[config.mk]
export PLATFORM = sky130hd
export DESIGN_NAME = gaze_region_run_packer_flat
export DESIGN_NICKNAME = d
export VERILOG_FILES = /design/src/rtl/core/gzp_pkg.sv /design/src/rtl/core/gzp_req_if.sv /design/src/rtl/core/gzp_rsp_if.sv /design/src/rtl/core/gzp_datapath.sv /design/src/rtl/core/gzp_controller.sv /design/src/rtl/core/gaze_region_run_packer.sv /design/src/flat_wrapper.sv
export SDC_FILE = /design/constraint.sdc
export NUM_CORES = 2
export LEC_CHECK = 0
export ABC_AREA = 1
export BUFFER_PORTS_ARGS = -buffer_cell sky130_fd_sc_hd__buf_2
export CAP_MARGIN = 0
export CORE_MARGIN = 2
export CORE_UTILIZATION = 46
export CTS_CLUSTER_SIZE = 20
export DETAILED_ROUTE_END_ITERATION = 8
export PLACE_DENSITY = 0.59
export RECOVER_POWER = 50
export REMOVE_ABC_BUFFERS = 1
export SETUP_SLACK_MARGIN = 0.02
export SKIP_CTS_REPAIR_TIMING = 1
export SYNTH_ARGS = -nofsm -noshare
export SYNTH_HDL_FRONTEND = slang
export SYNTH_HIERARCHICAL = 1
export SYNTH_SLANG_ARGS = --single-unit
[constraint.sdc]
create_clock -name clock -period 12.9 [get_ports clock]
set_input_delay 3.225 -clock clock [delete_from_list [all_inputs] [get_ports clock]]
set_output_delay 3.225 -clock clock [all_outputs]
set_load 0.02 [all_outputs]
[src/rtl/core/gzp_pkg.sv]
// Types and constants shared by the gaze region run packer.
// Depends on nothing; the datapath, controller, top level and bench import it.
package gzp_pkg;

   // Operation codes of a request word
   localparam logic [1:0] OP_SAMPLE = 2'd0;
   localparam logic [1:0] OP_IMAGE  = 2'd1;
   localparam logic [1:0] OP_REGION = 2'd2;

   // Result kinds
   localparam logic KIND_NEW    = 1'b0;
   localparam logic KIND_EXTEND = 1'b1;

   // Configuration register indexes
   localparam int CSR_INDEX_BITS = 2;
   localparam int CSR_DATA_BITS  = 16;
   localparam logic [CSR_INDEX_BITS-1:0] CSR_RUN_INTERVAL = 2'd0;
   localparam logic [CSR_INDEX_BITS-1:0] CSR_TUPLES       = 2'd1;
   localparam logic [CSR_INDEX_BITS-1:0] CSR_PACKETS      = 2'd2;

   // Register reset values
   localparam logic [15:0] SC_MS         = 16'd10;
   localparam logic [7:0]  TUPLES_RESET  = 8'd20;
   localparam logic [15:0] PACKETS_RESET = 16'd1;

   localparam int REGION_BITS = 4;

   typedef struct packed {
      logic [1:0]  operation;
      logic [15:0] gaze_x;
      logic [15:0] gaze_y;
      logic [31:0] sample_time_ms;
      logic [1:0]  region_image;
      logic [2:0]  region_slot;
      logic [15:0] left_edge;
      logic [15:0] top_edge;
      logic [15:0] right_edge;
      logic [15:0] bottom_edge;
   } req_word_type;

   typedef struct packed {
      logic                   result_kind;
      logic [REGION_BITS-1:0] region_number;
      logic [31:0]            run_start_ms;
      logic [31:0]            run_end_ms;
      logic                   packet_closed;
      logic [15:0]            packets_ready;
   } rsp_word_type;

   // Controller to datapath
   typedef struct packed {
      logic wr_region;
      logic image_pkt;
      logic latch_sample;
      logic scan_read;
      logic capture_hit;
      logic commit;
   } cmd_type;

   // Datapath to controller
   typedef struct packed {
      logic image_seen;
      logic hit;
      logic last;
      logic out_free;
   } status_type;

endpackage

[src/rtl/core/gzp_req_if.sv]
// Request channel of the gaze region run packer: valid, ready and one word.
// Stand-alone; widths are fixed and follow the request word of gzp_pkg.
interface gzp_req_if;
   logic        valid;
   logic        ready;
   logic [1:0]  operation;
   logic [15:0] gaze_x;
   logic [15:0] gaze_y;
   logic [31:0] sample_time_ms;
   logic [1:0]  region_image;
   logic [2:0]  region_slot;
   logic [15:0] left_edge;
   logic [15:0] top_edge;
   logic [15:0] right_edge;
   logic [15:0] bottom_edge;

   modport source (
      output valid, operation, gaze_x, gaze_y, sample_time_ms, region_image,
             region_slot, left_edge, top_edge, right_edge, bottom_edge,
      input  ready
   );
   modport sink (
      input  valid, operation, gaze_x, gaze_y, sample_time_ms, region_image,
             region_slot, left_edge, top_edge, right_edge, bottom_edge,
      output ready
   );
endinterface

[src/rtl/core/gzp_rsp_if.sv]
// Result channel of the gaze region run packer: valid, ready and one word.
// Stand-alone; widths follow the result word of gzp_pkg.
interface gzp_rsp_if;
   logic        valid;
   logic        ready;
   logic        result_kind;
   logic [3:0]  region_number;
   logic [31:0] run_start_ms;
   logic [31:0] run_end_ms;
   logic        packet_closed;
   logic [15:0] packets_ready;

   modport source (
      output valid, result_kind, region_number, run_start_ms, run_end_ms,
             packet_closed, packets_ready,
      input  ready
   );
   modport sink (
      input  valid, result_kind, region_number, run_start_ms, run_end_ms,
             packet_closed, packets_ready,
      output ready
   );
endinterface

[src/rtl/core/gzp_datapath.sv]
// Datapath of the gaze region run packer: region memory, scan compare,
// run and packet state, configuration registers and the result register.
// Depends on gzp_pkg.
module gzp_datapath import gzp_pkg::*; #(
   parameter int NUM_REGIONS = 8,
   parameter int NUM_IMAGES  = 4,
   parameter int COORD_BITS  = 16
) (
   input  logic                      clock,
   input  logic                      reset,
   input  cmd_type                   cmd,
   output status_type                status,
   input  req_word_type              req_word,
   input  logic                      csr_write_enable,
   input  logic [CSR_INDEX_BITS-1:0] csr_index,
   input  logic [CSR_DATA_BITS-1:0]  csr_write_data,
   input  logic                      rsp_ready,
   output logic                      rsp_valid,
   output rsp_word_type              rsp_word
);

   localparam int DEPTH = NUM_IMAGES * NUM_REGIONS;
   localparam int AW    = (DEPTH > 1) ? $clog2(DEPTH) : 1;
   localparam int IW    = (NUM_IMAGES > 1) ? $clog2(NUM_IMAGES) : 1;
   localparam int SW    = (NUM_REGIONS > 1) ? $clog2(NUM_REGIONS) : 1;
   localparam int CW    = $clog2(NUM_REGIONS + 1);
   localparam int EW    = 4 * COORD_BITS;

   // Region memory, one rectangle an entry: {x0, y0, x1, y1}
   logic [EW-1:0] mem [DEPTH];

   // Configuration
   logic [15:0] run_interval_ff;
   logic [7:0]  tuples_per_packet_ff;
   logic [15:0] packets_per_image_ff;

   // Image and run state
   logic [IW-1:0]          image_index_ff;
   logic                   image_seen_ff;
   logic [15:0]            image_count_ff;
   logic [REGION_BITS-1:0] open_region_ff;
   logic [31:0]            open_start_ff;
   logic [31:0]            open_end_ff;
   logic                   run_open_ff;
   logic [7:0]             tuples_ff;
   logic [15:0]            packet_total_ff;

   // Sample and scan
   logic [COORD_BITS-1:0] sample_x_ff;
   logic [COORD_BITS-1:0] sample_y_ff;
   logic [31:0]           sample_t_ff;
   logic [CW-1:0]         scan_cnt_ff;
   logic                  rd_valid_ff;
   logic [SW-1:0]         rd_slot_ff;
   logic [EW-1:0]         rd_data_ff;
   logic [SW-1:0]         hit_slot_ff;

   logic         rsp_valid_ff;
   rsp_word_type rsp_word_ff;

   logic          wr_ok;
   logic [AW-1:0] wr_addr;
   logic [AW-1:0] rd_addr;
   logic          scan_issue;
   logic [15:0]   image_count_inc;

   logic [COORD_BITS-1:0] x0, y0, x1, y1;
   logic                  holds;

   logic [REGION_BITS-1:0] region_num;
   logic [31:0]            run_end;
   logic                   extend;
   logic [7:0]             tuples_inc;
   logic                   pkt_close;
   logic [15:0]            total_next;

   // Address the memory for writes and for the scan
   assign wr_ok   = (32'(req_word.region_image) < 32'(NUM_IMAGES)) &&
                    (32'(req_word.region_slot) < 32'(NUM_REGIONS));
   assign wr_addr = AW'(32'(req_word.region_image) * 32'(NUM_REGIONS) +
                        32'(req_word.region_slot));
   assign rd_addr = AW'(32'(image_index_ff) * 32'(NUM_REGIONS) + 32'(scan_cnt_ff));
   assign scan_issue = cmd.scan_read && (scan_cnt_ff < CW'(NUM_REGIONS));

   always_ff @(posedge clock) begin
      if (cmd.wr_region && wr_ok) begin
         mem[wr_addr] <= {req_word.left_edge[COORD_BITS-1:0],
                          req_word.top_edge[COORD_BITS-1:0],
                          req_word.right_edge[COORD_BITS-1:0],
                          req_word.bottom_edge[COORD_BITS-1:0]};
      end
      if (scan_issue) begin
         rd_data_ff <= mem[rd_addr];
      end
   end

   // Compare the registered rectangle, edges inclusive
   assign {x0, y0, x1, y1} = rd_data_ff;
   assign holds = (sample_x_ff >= x0) && (sample_x_ff <= x1) &&
                  (sample_y_ff >= y0) && (sample_y_ff <= y1);

   assign status.image_seen = image_seen_ff;
   assign status.hit        = rd_valid_ff && holds;
   assign status.last       = rd_valid_ff && (rd_slot_ff == SW'(NUM_REGIONS - 1));
   assign status.out_free   = !rsp_valid_ff || rsp_ready;

   assign image_count_inc = image_count_ff + 16'd1;

   // Work out the run update for the matched region
   always_comb begin
      region_num = REGION_BITS'(hit_slot_ff) + REGION_BITS'(1);
      run_end    = sample_t_ff + {16'b0, run_interval_ff};
      extend     = run_open_ff && (region_num == open_region_ff) &&
                   !(sample_t_ff > open_end_ff);
      tuples_inc = tuples_ff + 8'd1;
      pkt_close  = !extend && (tuples_inc == tuples_per_packet_ff);
      total_next = (pkt_close && (packet_total_ff != 16'hFFFF)) ?
                   packet_total_ff + 16'd1 : packet_total_ff;
   end

   // Hold the sample, scan position and result word, payload only
   always_ff @(posedge clock) begin
      if (cmd.latch_sample) begin
         sample_x_ff <= req_word.gaze_x[COORD_BITS-1:0];
         sample_y_ff <= req_word.gaze_y[COORD_BITS-1:0];
         sample_t_ff <= req_word.sample_time_ms;
      end
      if (scan_issue) begin
         rd_slot_ff <= scan_cnt_ff[SW-1:0];
      end
      if (cmd.capture_hit) begin
         hit_slot_ff <= rd_slot_ff;
      end
      if (cmd.commit) begin
         rsp_word_ff.result_kind   <= extend ? KIND_EXTEND : KIND_NEW;
         rsp_word_ff.region_number <= region_num;
         rsp_word_ff.run_start_ms  <= extend ? open_start_ff : sample_t_ff;
         rsp_word_ff.run_end_ms    <= run_end;
         rsp_word_ff.packet_closed <= pkt_close;
         rsp_word_ff.packets_ready <= total_next;
      end
   end

   // Advance control state, counters and configuration
   always_ff @(posedge clock) begin
      if (reset) begin
         run_interval_ff      <= SC_MS;
         tuples_per_packet_ff <= TUPLES_RESET;
         packets_per_image_ff <= PACKETS_RESET;
         image_index_ff       <= '0;
         image_seen_ff        <= 1'b0;
         image_count_ff       <= '0;
         open_region_ff       <= '0;
         open_start_ff        <= '0;
         open_end_ff          <= '0;
         run_open_ff          <= 1'b0;
         tuples_ff            <= '0;
         packet_total_ff      <= '0;
         scan_cnt_ff          <= '0;
         rd_valid_ff          <= 1'b0;
         rsp_valid_ff         <= 1'b0;
      end else begin
         if (csr_write_enable) begin
            case (csr_index)
               CSR_RUN_INTERVAL: run_interval_ff      <= csr_write_data;
               CSR_TUPLES:       tuples_per_packet_ff <= csr_write_data[7:0];
               CSR_PACKETS:      packets_per_image_ff <= csr_write_data;
               default:          ;
            endcase
         end

         // Count image packets and move to the next image slot
         if (cmd.image_pkt) begin
            if (image_count_inc == packets_per_image_ff) begin
               image_count_ff <= '0;
               image_seen_ff  <= 1'b1;
               image_index_ff <= (image_index_ff == IW'(NUM_IMAGES - 1)) ?
                                 '0 : image_index_ff + IW'(1);
            end else begin
               image_count_ff <= image_count_inc;
            end
         end

         if (cmd.latch_sample) begin
            scan_cnt_ff <= '0;
         end else if (scan_issue) begin
            scan_cnt_ff <= scan_cnt_ff + CW'(1);
         end
         rd_valid_ff <= scan_issue;

         // Open, extend or close the run
         if (cmd.commit) begin
            open_end_ff <= run_end;
            if (!extend) begin
               open_region_ff  <= region_num;
               open_start_ff   <= sample_t_ff;
               run_open_ff     <= !pkt_close;
               tuples_ff       <= pkt_close ? 8'd0 : tuples_inc;
               packet_total_ff <= total_next;
            end
         end

         if (cmd.commit) begin
            rsp_valid_ff <= 1'b1;
         end else if (rsp_ready) begin
            rsp_valid_ff <= 1'b0;
         end
      end
   end

   assign rsp_valid = rsp_valid_ff;
   assign rsp_word  = rsp_word_ff;

   a_commit_shows_word: assert property (@(posedge clock) disable iff (reset)
      cmd.commit |=> rsp_valid_ff)
      else $error("committed word not presented");

   a_closed_is_new: assert property (@(posedge clock) disable iff (reset)
      rsp_valid_ff && rsp_word_ff.packet_closed |-> rsp_word_ff.result_kind == KIND_NEW)
      else $error("extension word marked as closing a packet");

   a_extend_region: assert property (@(posedge clock) disable iff (reset)
      rsp_valid_ff && (rsp_word_ff.result_kind == KIND_EXTEND) |->
         rsp_word_ff.region_number == open_region_ff)
      else $error("extension word region differs from open run");

   a_total_monotonic: assert property (@(posedge clock) disable iff (reset)
      !$past(reset) |-> packet_total_ff >= $past(packet_total_ff))
      else $error("packet total went backwards");

endmodule

[src/rtl/core/gzp_controller.sv]
// Controller of the gaze region run packer: takes request words, steps the
// region scan and commits results. Depends on gzp_pkg.
module gzp_controller import gzp_pkg::*; (
   input  logic       clock,
   input  logic       reset,
   input  logic       req_valid,
   input  logic [1:0] req_op,
   output logic       req_ready,
   input  status_type status,
   output cmd_type    cmd
);

   typedef enum logic [1:0] {
      ST_IDLE,
      ST_SCAN,
      ST_COMMIT
   } state_type;

   state_type state_ff, state_in;
   logic      req_ready_ff, req_ready_in;
   logic      accept;

   assign accept = req_valid && req_ready_ff;

   // Decode the word or the scan step into commands
   always_comb begin
      cmd          = '0;
      state_in     = state_ff;
      req_ready_in = req_ready_ff;
      case (state_ff)
         ST_IDLE: begin
            if (accept) begin
               case (req_op)
                  OP_REGION: cmd.wr_region = 1'b1;
                  OP_IMAGE:  cmd.image_pkt = 1'b1;
                  OP_SAMPLE: begin
                     // drop samples before the first full image
                     if (status.image_seen) begin
                        cmd.latch_sample = 1'b1;
                        state_in         = ST_SCAN;
                        req_ready_in     = 1'b0;
                     end
                  end
                  default: ;
               endcase
            end
         end
         ST_SCAN: begin
            cmd.scan_read = 1'b1;
            if (status.hit) begin
               cmd.capture_hit = 1'b1;
               state_in        = ST_COMMIT;
            end else if (status.last) begin
               state_in     = ST_IDLE;
               req_ready_in = 1'b1;
            end
         end
         ST_COMMIT: begin
            if (status.out_free) begin
               cmd.commit   = 1'b1;
               state_in     = ST_IDLE;
               req_ready_in = 1'b1;
            end
         end
         default: begin
            state_in     = ST_IDLE;
            req_ready_in = 1'b1;
         end
      endcase
   end

   // Hold state and the ready flag
   always_ff @(posedge clock) begin
      if (reset) begin
         state_ff     <= ST_IDLE;
         req_ready_ff <= 1'b1;
      end else begin
         state_ff     <= state_in;
         req_ready_ff <= req_ready_in;
      end
   end

   assign req_ready = req_ready_ff;

   a_busy_not_ready: assert property (@(posedge clock) disable iff (reset)
      (state_ff != ST_IDLE) |-> !req_ready_ff)
      else $error("ready raised while a sample is in progress");

   a_commit_free: assert property (@(posedge clock) disable iff (reset)
      cmd.commit |-> status.out_free)
      else $error("result committed over an untaken word");

endmodule

[src/rtl/core/gaze_region_run_packer.sv]
// Top level of the gaze region run packer: controller plus datapath.
// Depends on gzp_pkg, gzp_req_if, gzp_rsp_if, gzp_controller, gzp_datapath.
//
//   channel   direction  handshake        word
//   req_chan  in         valid/ready      operation, sample, region write
//   rsp_chan  out        valid/ready      run tuple or run extension
//   csr_*     in         write enable     register index and data
//
// A region write or an image packet is taken from idle. A gaze sample scans
// the region slots of the current image in order and commits on the first
// match, or goes back to idle with no match; the region memory read port
// gives one rectangle a cycle. Reset is synchronous and clears all control
// state; the region memory is not cleared. A result waits in the output
// register while writes and image packets still go in; a matched sample
// holds in commit until that register is free.
module gaze_region_run_packer import gzp_pkg::*; #(
   parameter int NUM_REGIONS = 8,
   parameter int NUM_IMAGES  = 4,
   parameter int COORD_BITS  = 16
) (
   input  logic                      clock,
   input  logic                      reset,
   gzp_req_if.sink                   req_chan,
   gzp_rsp_if.source                 rsp_chan,
   input  logic                      csr_write_enable,
   input  logic [CSR_INDEX_BITS-1:0] csr_index,
   input  logic [CSR_DATA_BITS-1:0]  csr_write_data
);

   cmd_type      cmd;
   status_type   status;
   req_word_type req_word;
   rsp_word_type rsp_word;
   logic         req_ready;
   logic         rsp_valid;

   // Gather the request word
   assign req_word.operation      = req_chan.operation;
   assign req_word.gaze_x         = req_chan.gaze_x;
   assign req_word.gaze_y         = req_chan.gaze_y;
   assign req_word.sample_time_ms = req_chan.sample_time_ms;
   assign req_word.region_image   = req_chan.region_image;
   assign req_word.region_slot    = req_chan.region_slot;
   assign req_word.left_edge      = req_chan.left_edge;
   assign req_word.top_edge       = req_chan.top_edge;
   assign req_word.right_edge     = req_chan.right_edge;
   assign req_word.bottom_edge    = req_chan.bottom_edge;
   assign req_chan.ready          = req_ready;

   gzp_controller u_controller (
      .clock     (clock),
      .reset     (reset),
      .req_valid (req_chan.valid),
      .req_op    (req_chan.operation),
      .req_ready (req_ready),
      .status    (status),
      .cmd       (cmd)
   );

   gzp_datapath #(
      .NUM_REGIONS (NUM_REGIONS),
      .NUM_IMAGES  (NUM_IMAGES),
      .COORD_BITS  (COORD_BITS)
   ) u_datapath (
      .clock            (clock),
      .reset            (reset),
      .cmd              (cmd),
      .status           (status),
      .req_word         (req_word),
      .csr_write_enable (csr_write_enable),
      .csr_index        (csr_index),
      .csr_write_data   (csr_write_data),
      .rsp_ready        (rsp_chan.ready),
      .rsp_valid        (rsp_valid),
      .rsp_word         (rsp_word)
   );

   // Drive the result word
   assign rsp_chan.valid         = rsp_valid;
   assign rsp_chan.result_kind   = rsp_word.result_kind;
   assign rsp_chan.region_number = rsp_word.region_number;
   assign rsp_chan.run_start_ms  = rsp_word.run_start_ms;
   assign rsp_chan.run_end_ms    = rsp_word.run_end_ms;
   assign rsp_chan.packet_closed = rsp_word.packet_closed;
   assign rsp_chan.packets_ready = rsp_word.packets_ready;

endmodule

[src/flat_wrapper.sv]
// flat-port wrapper written by rule: the top's interface ports become plain ports
module gaze_region_run_packer_flat import gzp_pkg::*;
#(
   parameter int NUM_REGIONS = 8,
   parameter int NUM_IMAGES  = 4,
   parameter int COORD_BITS  = 16
)
  (clock, reset, csr_write_enable, csr_index, csr_write_data, req_chan_valid, req_chan_operation, req_chan_gaze_x, req_chan_gaze_y, req_chan_sample_time_ms, req_chan_region_image, req_chan_region_slot, req_chan_left_edge, req_chan_top_edge, req_chan_right_edge, req_chan_bottom_edge, req_chan_ready, rsp_chan_valid, rsp_chan_result_kind, rsp_chan_region_number, rsp_chan_run_start_ms, rsp_chan_run_end_ms, rsp_chan_packet_closed, rsp_chan_packets_ready, rsp_chan_ready);
  gzp_req_if req_chan_i ();
  gzp_rsp_if rsp_chan_i ();
  input  logic clock;
  input  logic reset;
  input  logic csr_write_enable;
  input  logic [CSR_INDEX_BITS-1:0] csr_index;
  input  logic [CSR_DATA_BITS-1:0] csr_write_data;
  input wire logic [$bits(req_chan_i.valid)-1:0] req_chan_valid;
  input wire logic [$bits(req_chan_i.operation)-1:0] req_chan_operation;
  input wire logic [$bits(req_chan_i.gaze_x)-1:0] req_chan_gaze_x;
  input wire logic [$bits(req_chan_i.gaze_y)-1:0] req_chan_gaze_y;
  input wire logic [$bits(req_chan_i.sample_time_ms)-1:0] req_chan_sample_time_ms;
  input wire logic [$bits(req_chan_i.region_image)-1:0] req_chan_region_image;
  input wire logic [$bits(req_chan_i.region_slot)-1:0] req_chan_region_slot;
  input wire logic [$bits(req_chan_i.left_edge)-1:0] req_chan_left_edge;
  input wire logic [$bits(req_chan_i.top_edge)-1:0] req_chan_top_edge;
  input wire logic [$bits(req_chan_i.right_edge)-1:0] req_chan_right_edge;
  input wire logic [$bits(req_chan_i.bottom_edge)-1:0] req_chan_bottom_edge;
  output wire logic [$bits(req_chan_i.ready)-1:0] req_chan_ready;
  output wire logic [$bits(rsp_chan_i.valid)-1:0] rsp_chan_valid;
  output wire logic [$bits(rsp_chan_i.result_kind)-1:0] rsp_chan_result_kind;
  output wire logic [$bits(rsp_chan_i.region_number)-1:0] rsp_chan_region_number;
  output wire logic [$bits(rsp_chan_i.run_start_ms)-1:0] rsp_chan_run_start_ms;
  output wire logic [$bits(rsp_chan_i.run_end_ms)-1:0] rsp_chan_run_end_ms;
  output wire logic [$bits(rsp_chan_i.packet_closed)-1:0] rsp_chan_packet_closed;
  output wire logic [$bits(rsp_chan_i.packets_ready)-1:0] rsp_chan_packets_ready;
  input wire logic [$bits(rsp_chan_i.ready)-1:0] rsp_chan_ready;
  assign req_chan_i.valid = req_chan_valid;
  assign req_chan_i.operation = req_chan_operation;
  assign req_chan_i.gaze_x = req_chan_gaze_x;
  assign req_chan_i.gaze_y = req_chan_gaze_y;
  assign req_chan_i.sample_time_ms = req_chan_sample_time_ms;
  assign req_chan_i.region_image = req_chan_region_image;
  assign req_chan_i.region_slot = req_chan_region_slot;
  assign req_chan_i.left_edge = req_chan_left_edge;
  assign req_chan_i.top_edge = req_chan_top_edge;
  assign req_chan_i.right_edge = req_chan_right_edge;
  assign req_chan_i.bottom_edge = req_chan_bottom_edge;
  assign req_chan_ready = req_chan_i.ready;
  assign rsp_chan_valid = rsp_chan_i.valid;
  assign rsp_chan_result_kind = rsp_chan_i.result_kind;
  assign rsp_chan_region_number = rsp_chan_i.region_number;
  assign rsp_chan_run_start_ms = rsp_chan_i.run_start_ms;
  assign rsp_chan_run_end_ms = rsp_chan_i.run_end_ms;
  assign rsp_chan_packet_closed = rsp_chan_i.packet_closed;
  assign rsp_chan_packets_ready = rsp_chan_i.packets_ready;
  assign rsp_chan_i.ready = rsp_chan_ready;
  gaze_region_run_packer #(.NUM_REGIONS(NUM_REGIONS), .NUM_IMAGES(NUM_IMAGES), .COORD_BITS(COORD_BITS)) u_core (.clock(clock), .reset(reset), .req_chan(req_chan_i), .rsp_chan(rsp_chan_i), .csr_write_enable(csr_write_enable), .csr_index(csr_index), .csr_write_data(csr_write_data));
endmodule
======== Word-level counts from Yosys, hierarchy flattened ========
Memories as Yosys holds them, arrays and structs flattened. A register that Yosys moved wholly into a read port is not among the register bits.
Index checks and enable logic that the tools add are counted.
word-level totals
  RAM bits ................................ 2048
  input port bits ......................... 158
  memories ................................ 1
  output and inout bits ................... 88
  flip-flop bits (word level) ............. 317
operators by class
  bitwise logic cells ..................... 1
  multiplexer cells ....................... 34
  eq/ne operators ......................... 19
  magnitude comparators ................... 6
  reduce and logical (&&, ||, !) cells .... 28
  add/subtract/negate cells ............... 9
memories
  memory                 words  bits a word  read ports  clocked after Yosys merged registers in  wr ports  RTL line            RTL
  u_core.u_datapath.mem  32     64           1           1                                        1         gzp_datapath.sv:30  logic [EW-1:0] mem [DEPTH];
operators by type and width
  cell                                                                     number
  16-bit by 1-bit adder with 16-bit output, second input constant          2
  32-bit by 16-bit adder with 32-bit output                                1
  16-bit >= comparator                                                     2
  32-bit greater-than comparator                                           1
  16-bit less-or-equal comparator                                          2
  16-bit 2-to-1 mux                                                        2
  32-bit 2-to-1 mux                                                        1
  1-bit 2-to-1 mux                                                         18
  16-bit equality test                                                     1
  2-bit 2-to-1 mux                                                         8
  16-bit inequality test, second input constant                            1
  1-bit logical AND                                                        11
  2-bit AND reduction                                                      5
  8-bit by 1-bit adder with 8-bit output, second input constant            1
  2-bit equality test, second input constant                               4
  8-bit equality test                                                      1
  8-bit 2-to-1 mux                                                         1
  2-bit by 1-bit equality test with 1-bit output, second input constant    3
  2-bit zero test                                                          3
  3-bit 2-to-1 mux                                                         2
  2-bit by 1-bit inequality test with 1-bit output, second input constant  3
  2-bit inequality test, second input constant                             3
  2-bit one-hot mux with 3 select lines                                    1
  6-bit AND reduction                                                      1
  other kinds (16)                                                         19

======== Depth between registers and ports, before layout ========
  depth after elaboration ................. 8
  gate-level depth with buffers ........... 21
  depth with buffers taken out ............ 21

======== Modules after synthesis ========
The synthesis kept the hierarchy.
modules (own cells, without submodules)
  module          times used  area an instance (sq um)  cells an instance
  gzp_datapath    1           97763.8                   7989
  gzp_controller  1           214.0                     38

======== Worst setup path before layout ========
Ideal clock, no wire load.
  path kind ............................... input -> register
  from .................................... in rsp_chan_ready
  to ...................................... reg u_core.u_datapath.open_end_ff[19]
  setup time .............................. 0.057 ns
  slack ................................... 2.445 ns
  cell stages on the path ................. 11
  path buffers ............................ 3
  required time ........................... 12.843 ns
  arrival time ............................ 10.398 ns
  path through ............................ inv_1 -> nand2_1 -> inv_1 -> nor3_1 -> clkbuf_1 -> inv_1 -> clkbuf_1 -> clkbuf_1 -> a21oi_1 -> o21ai_0 -> inv_1
RTL lines
  element               RTL line             RTL
  from (decl)           flat_wrapper.sv:35   input wire logic [$bits(rsp_chan_i.ready)-1:0] rsp_chan_ready;
  to (signal assigned)  gzp_datapath.sv:193  open_end_ff <= run_end;
  to (decl)             gzp_datapath.sv:43   logic [31:0] open_end_ff;

======== Final worst setup path ========
  from .................................... reg u_core.u_datapath.scan_cnt_ff[0]
  to ...................................... reg u_core.u_datapath.rd_data_ff[53] (read register of u_core.u_datapath.mem), data pin
between the ends
  longest elaborated chain between the ends .. 2
RTL lines
  element                     RTL line             RTL
  from (decl)                 gzp_datapath.sv:52   logic [CW-1:0] scan_cnt_ff;
  from (signal assigned)      gzp_datapath.sv:187  scan_cnt_ff <= scan_cnt_ff + CW'(1);
  4-bit less-than comparator  gzp_datapath.sv:83   assign scan_issue = cmd.scan_read && (scan_cnt_ff < CW'(NUM_REGIONS));
  1-bit logical AND           gzp_datapath.sv:83
  to (decl)                   gzp_datapath.sv:55   logic [EW-1:0] rd_data_ff;
Several ways; a longest one is shown, not always the timed one.
A chain may end at the register's enable or synchronous reset.

==> summary by stage <==
STA
The final hold violation count was 0. The fraction of the cycle the final worst path needs is between 50% and 60%. The transition at the pin with the smallest max-transition slack is ~3600 ps.

The tightest hold margin is 460 ps. The number of slew-limit violations in the final report is approximately 2500. The worst clock skew on the final layout is about 80 ps.

Setup violations remaining at the end of the flow were counted as 0. The relative slew slack is -139%. Setup repair after global routing left no endpoint under its margin. The highest clock frequency the design can meet is approximately 0.14 GHz.

The worst path in the final design needs a cycle of roughly 7000 ps, including I/O delays and setup. The sum of negative setup slack is 0 ps.

Global routing
The first global-routing pass estimated 407000 um of wire. The via count of the first global-routing pass is 62520. The combined global-route utilization of all metal layers is between 20% and 30%. The remaining global-route overflow is 0. The number of antenna violations at the first check in global routing is 27.

Entering global routing, the biggest net connects roughly 210 pins.

Power
The internal power of the cells totals between 0.01 and 0.015 W. Summed over all cells, the static leakage comes to approximately 38 nW. Combinational cells account for between 2 and 2.5% of the total power. The clock group share of total power is about 45%. Of the total power, the share spent switching nets is between 20% and 30%.

IR analysis of the VDD net gives a maximum drop of 143 uV. Per report_power, the sequential group accounts for 52.8% of the total. For this design the ratio of total power to cell area is between 100 and 150 mW/mm^2. The switching power is 0.00334 W.

Floorplanning
The die area is ~0.22 mm^2. The core outline area is 0.212 mm^2. The die is 466 um tall.

The floorplan has approximately 170 rows. The die boundary width is 466 um. Once the floorplan was initialized, standard cells occupied 46.2% of the core.

The top-level port count is between 200 and 250.

Clock network
The clock net sink count is about 2400. TritonCTS built the clock tree. Clock latency on the worst-skew pair, taken at its later pin, is slightly above 900 ps. The buffer levels on the longest clock path is 4. The register clock-pin slew on the reported worst setup and hold paths is 60 ps.

In this run, CTS created clock tree buffers numbering 274. The clock tree synthesis step divided the H-tree into 5 levels. The clock root buffer master is clkbuf_16.

Logic synthesis
The commonest register cell after synthesis is edfxtp_1. The post-synthesis simple-gate area fraction is approximately 9.6%. The share of synthesized area occupied by flip-flops and latches is approximately 73%. The share of the synthesized area in compound gates (AO/OA/AOI/OAI) is approximately 12%. The adder-cell share of the synthesized area is approximately 1.5%. The most common cell in the synthesized netlist is edfxtp_1. In the synthesized netlist, the cells that appear most often are 2268 x edfxtp_1, 1527 x nor2_1, 1375 x o21ai_0, 640 x o22ai_1, 613 x nand2_1. The mapped netlist covers a little under 0.1 mm^2. Measured against the total synthesized area, the mux share comes to 0%. In this run the biggest area consumer among cell types represents between 60% and 70% of the synthesized area. The unique cell type count in the Yosys netlist is between 50 and 60. The cell accounting for the most synthesized area is edfxtp_1. The count of mapped cells out of synthesis is roughly 8000. The dominant combinational cell family by area after synthesis is compound AO/OA/AOI/OAI gates.

A synthesized cell averages approximately 12 um^2. The total of warnings raised by yosys is 6. The number of enable-type register cells in the synthesized netlist is around 2300. For this run, asynchronously set or reset flops after synthesis account for 0%. Ranked by total cell area, the synthesized netlist is headed by edfxtp_1 70%, o21ai_0 7.0%, nor2_1 5.9%. The xor-xnor portion of the synthesized cell area is less than 1%. The synthesized flop and latch total is 2429.

Detailed routing
After the first detailed-routing iteration, the DRC count stood at between 7000 and 8000. The count of nets left with antenna violations after detail routing is 0. The pre-antenna-repair detailed-routing pass consisted of 6 iterations. The number of vias after detailed routing is 65642. Dividing the detail-routed wire length by the instance count gives between 20 and 25 um. In the routed design, unresolved DRC markers number 0. The final wirelength is about 280000 um. The via density per instance is 5.88.

Worst setup path
The critical path in this run is classified as flip-flop to flip-flop. For the worst setup path, the data arrival time is 7840 ps. The critical path goes through buf_12 > buf_4 > buf_4 > buf_4 > o21ai_0 > o22ai_1 > o21ai_1 > o22ai_1 > nand2_1 > nand2_1. STA classifies the critical path startpoint as a flip-flop. The largest single stage delay on the critical path is 2530 ps.

Data on the critical path is required at its endpoint by roughly 14000 ps. The highest-delay cell along the critical path is dfxtp_1. STA classifies the critical path endpoint as a flip-flop. The most repeated library cell on the critical path is buf_4. In this run the worst path has a maximum fanout of between 200 and 250.

Finish
The synthesis-to-finish area growth is 12.3%. The sequential cells in the finished layout cover a total of around 0.071 mm^2. The post-route netlist has 8.26% of its cells at a drive strength greater than 1. The footprint of the multi-input gates is roughly 0.024 mm^2.

The filler cell count is between 15000 and 20000. The number of nets at the end of the flow is ~8400. The final core utilization is about half.

Status
The run finished, with violations left. The final reports fail on max-capacitance violations, max-slew violations.

Placed design
During placement, the flow inserted port buffers numbering approximately 250. The placer congestion estimate is 0.865. The placed wire-length estimate after detailed placement is 155000 um.

Min path
The tightest min-delay check is of the flip-flop to flip-flop type.

Job
The max-cap check violation count is 71.
==> metrics by stage <==
step	setup WS [ps]	cells	instance area, um^2	power (W)
after floorplan	-36870	7529	96000	0.00893
final	5860	11173	110000	0.0164
after CTS	6190	11155	110000	0.0165
after global routing	5450	11162	110000	0.0168
after global placement	5250	10687	102000	0.00916
after detailed placement	5260	10687	102000	0.00917
==> layer usage <==
layer	share of wire (%)	vias up	wire (um)	track usage (%)
li1	-	29463	-	-
met1	43	32829	119000	36.2
met2	46	2856	127000	39.1
met3	8.2	490	22700	3.84
met4	3.0	4	8190	7.75
met5	0.012	-	32	0
==> layout by cell type, fill, tap and decap left out, types with 26 or more instances in the layout <==
cell	n
edfxtp_1	2268
clkbuf_16	281
ha_1	118
clkinv_1	56
nor2_1	1496
o21ai_0	1376
nand3_1	124
clkbuf_1	147
dfxtp_1	160
clkinv_2	40
o21ai_1	44
o22ai_1	640
nand2_1	613
buf_4	77
nand4_1	51
nor2_4	38
nor3_1	26
a21oi_1	155
buf_2	167
inv_1	298
==> critical path, delay by kind of cell, from the launching register on <==
family,cells,cell delay [ps]
AOI/OAI and AO/OA,4,940
DFF,1,2530
buffers and inverters,4,2850
and+or+nand+nor,2,230
==> cells by family (layout without fill, tap and decap cells) <==
| kind of cell | count (synthesis) | count (layout) |
|---|---|---|
| xor gates and xnor gates | 37 | 37 |
| adders and majority gates | 120 | 120 |
| and+or+nand+nor | 2386 | 2386 |
| buffers and inverters | 810 | 1117 |
| AOI/OAI and AO/OA | 2245 | 2245 |
| other | 0 | 18 |
| DFF | 2429 | 2429 |
==> cell type report <==
cell class / count / share of cell area (%)
diodes: 18 / 0.0409
clock buffers: 344 / 6.62
clock inverters: 124 / 0.955
inverters: 312 / 1.10
multi-input cells: 4788 / 21.5
flip-flops and latches: 2429 / 64.8
well taps: 2821 / 3.21
repair buffers: 337 / 1.71
==> power by group through the flow <==
stage               registers (W)  logic [W]  clock network [W]
finish                    0.00864   0.000362            0.00738
global route              0.00864   0.000393            0.00778
detailed placement        0.00880   0.000363                  0
floorplan                 0.00880   0.000129                  0
CTS                       0.00864   0.000365            0.00748
global placement          0.00880   0.000357                  0
==> registers in the layout, summed over array words and instances, names as in the netlist, 3 cells and up <==
register	cells
u_core/u_datapath/image_count_ff	16
u_core/u_datapath/packet_total_ff	16
u_core/u_datapath/packets_per_image_ff	16
u_core/u_datapath/run_interval_ff	16
u_core/u_datapath/rd_slot_ff	3
u_core/u_datapath/tuples_ff	8
u_core/u_datapath/open_region_ff	4
u_core/u_datapath/sample_x_ff	16
u_core/u_datapath/sample_y_ff	16
u_core/u_datapath/sample_t_ff	32
u_core/u_datapath/open_end_ff	32
u_core/u_datapath/tuples_per_packet_ff	8
u_core/u_datapath/rsp_word	86
u_core/u_datapath/rd_data_ff	64
u_core/u_datapath/mem	2048
u_core/u_datapath/scan_cnt_ff	4
u_core/u_datapath/hit_slot_ff	3
u_core/u_datapath/open_start_ff	32
==> worst paths after layout <==
check	start	cells past startpoint	end	slack [ps]
max reg2reg	u_core/u_datapath/scan_cnt_ff[0]	10	u_core/u_datapath/rd_data_ff[53]	5860
max	u_core/u_datapath/scan_cnt_ff[0]	10	u_core/u_datapath/rd_data_ff[53]	5860
min reg2reg	u_core/u_datapath/rd_slot_ff[0]	0	u_core/u_datapath/hit_slot_ff[0]	460
min	u_core/u_datapath/rd_slot_ff[0]	0	u_core/u_datapath/hit_slot_ff[0]	460
Power figures use the tool's default switching activity.
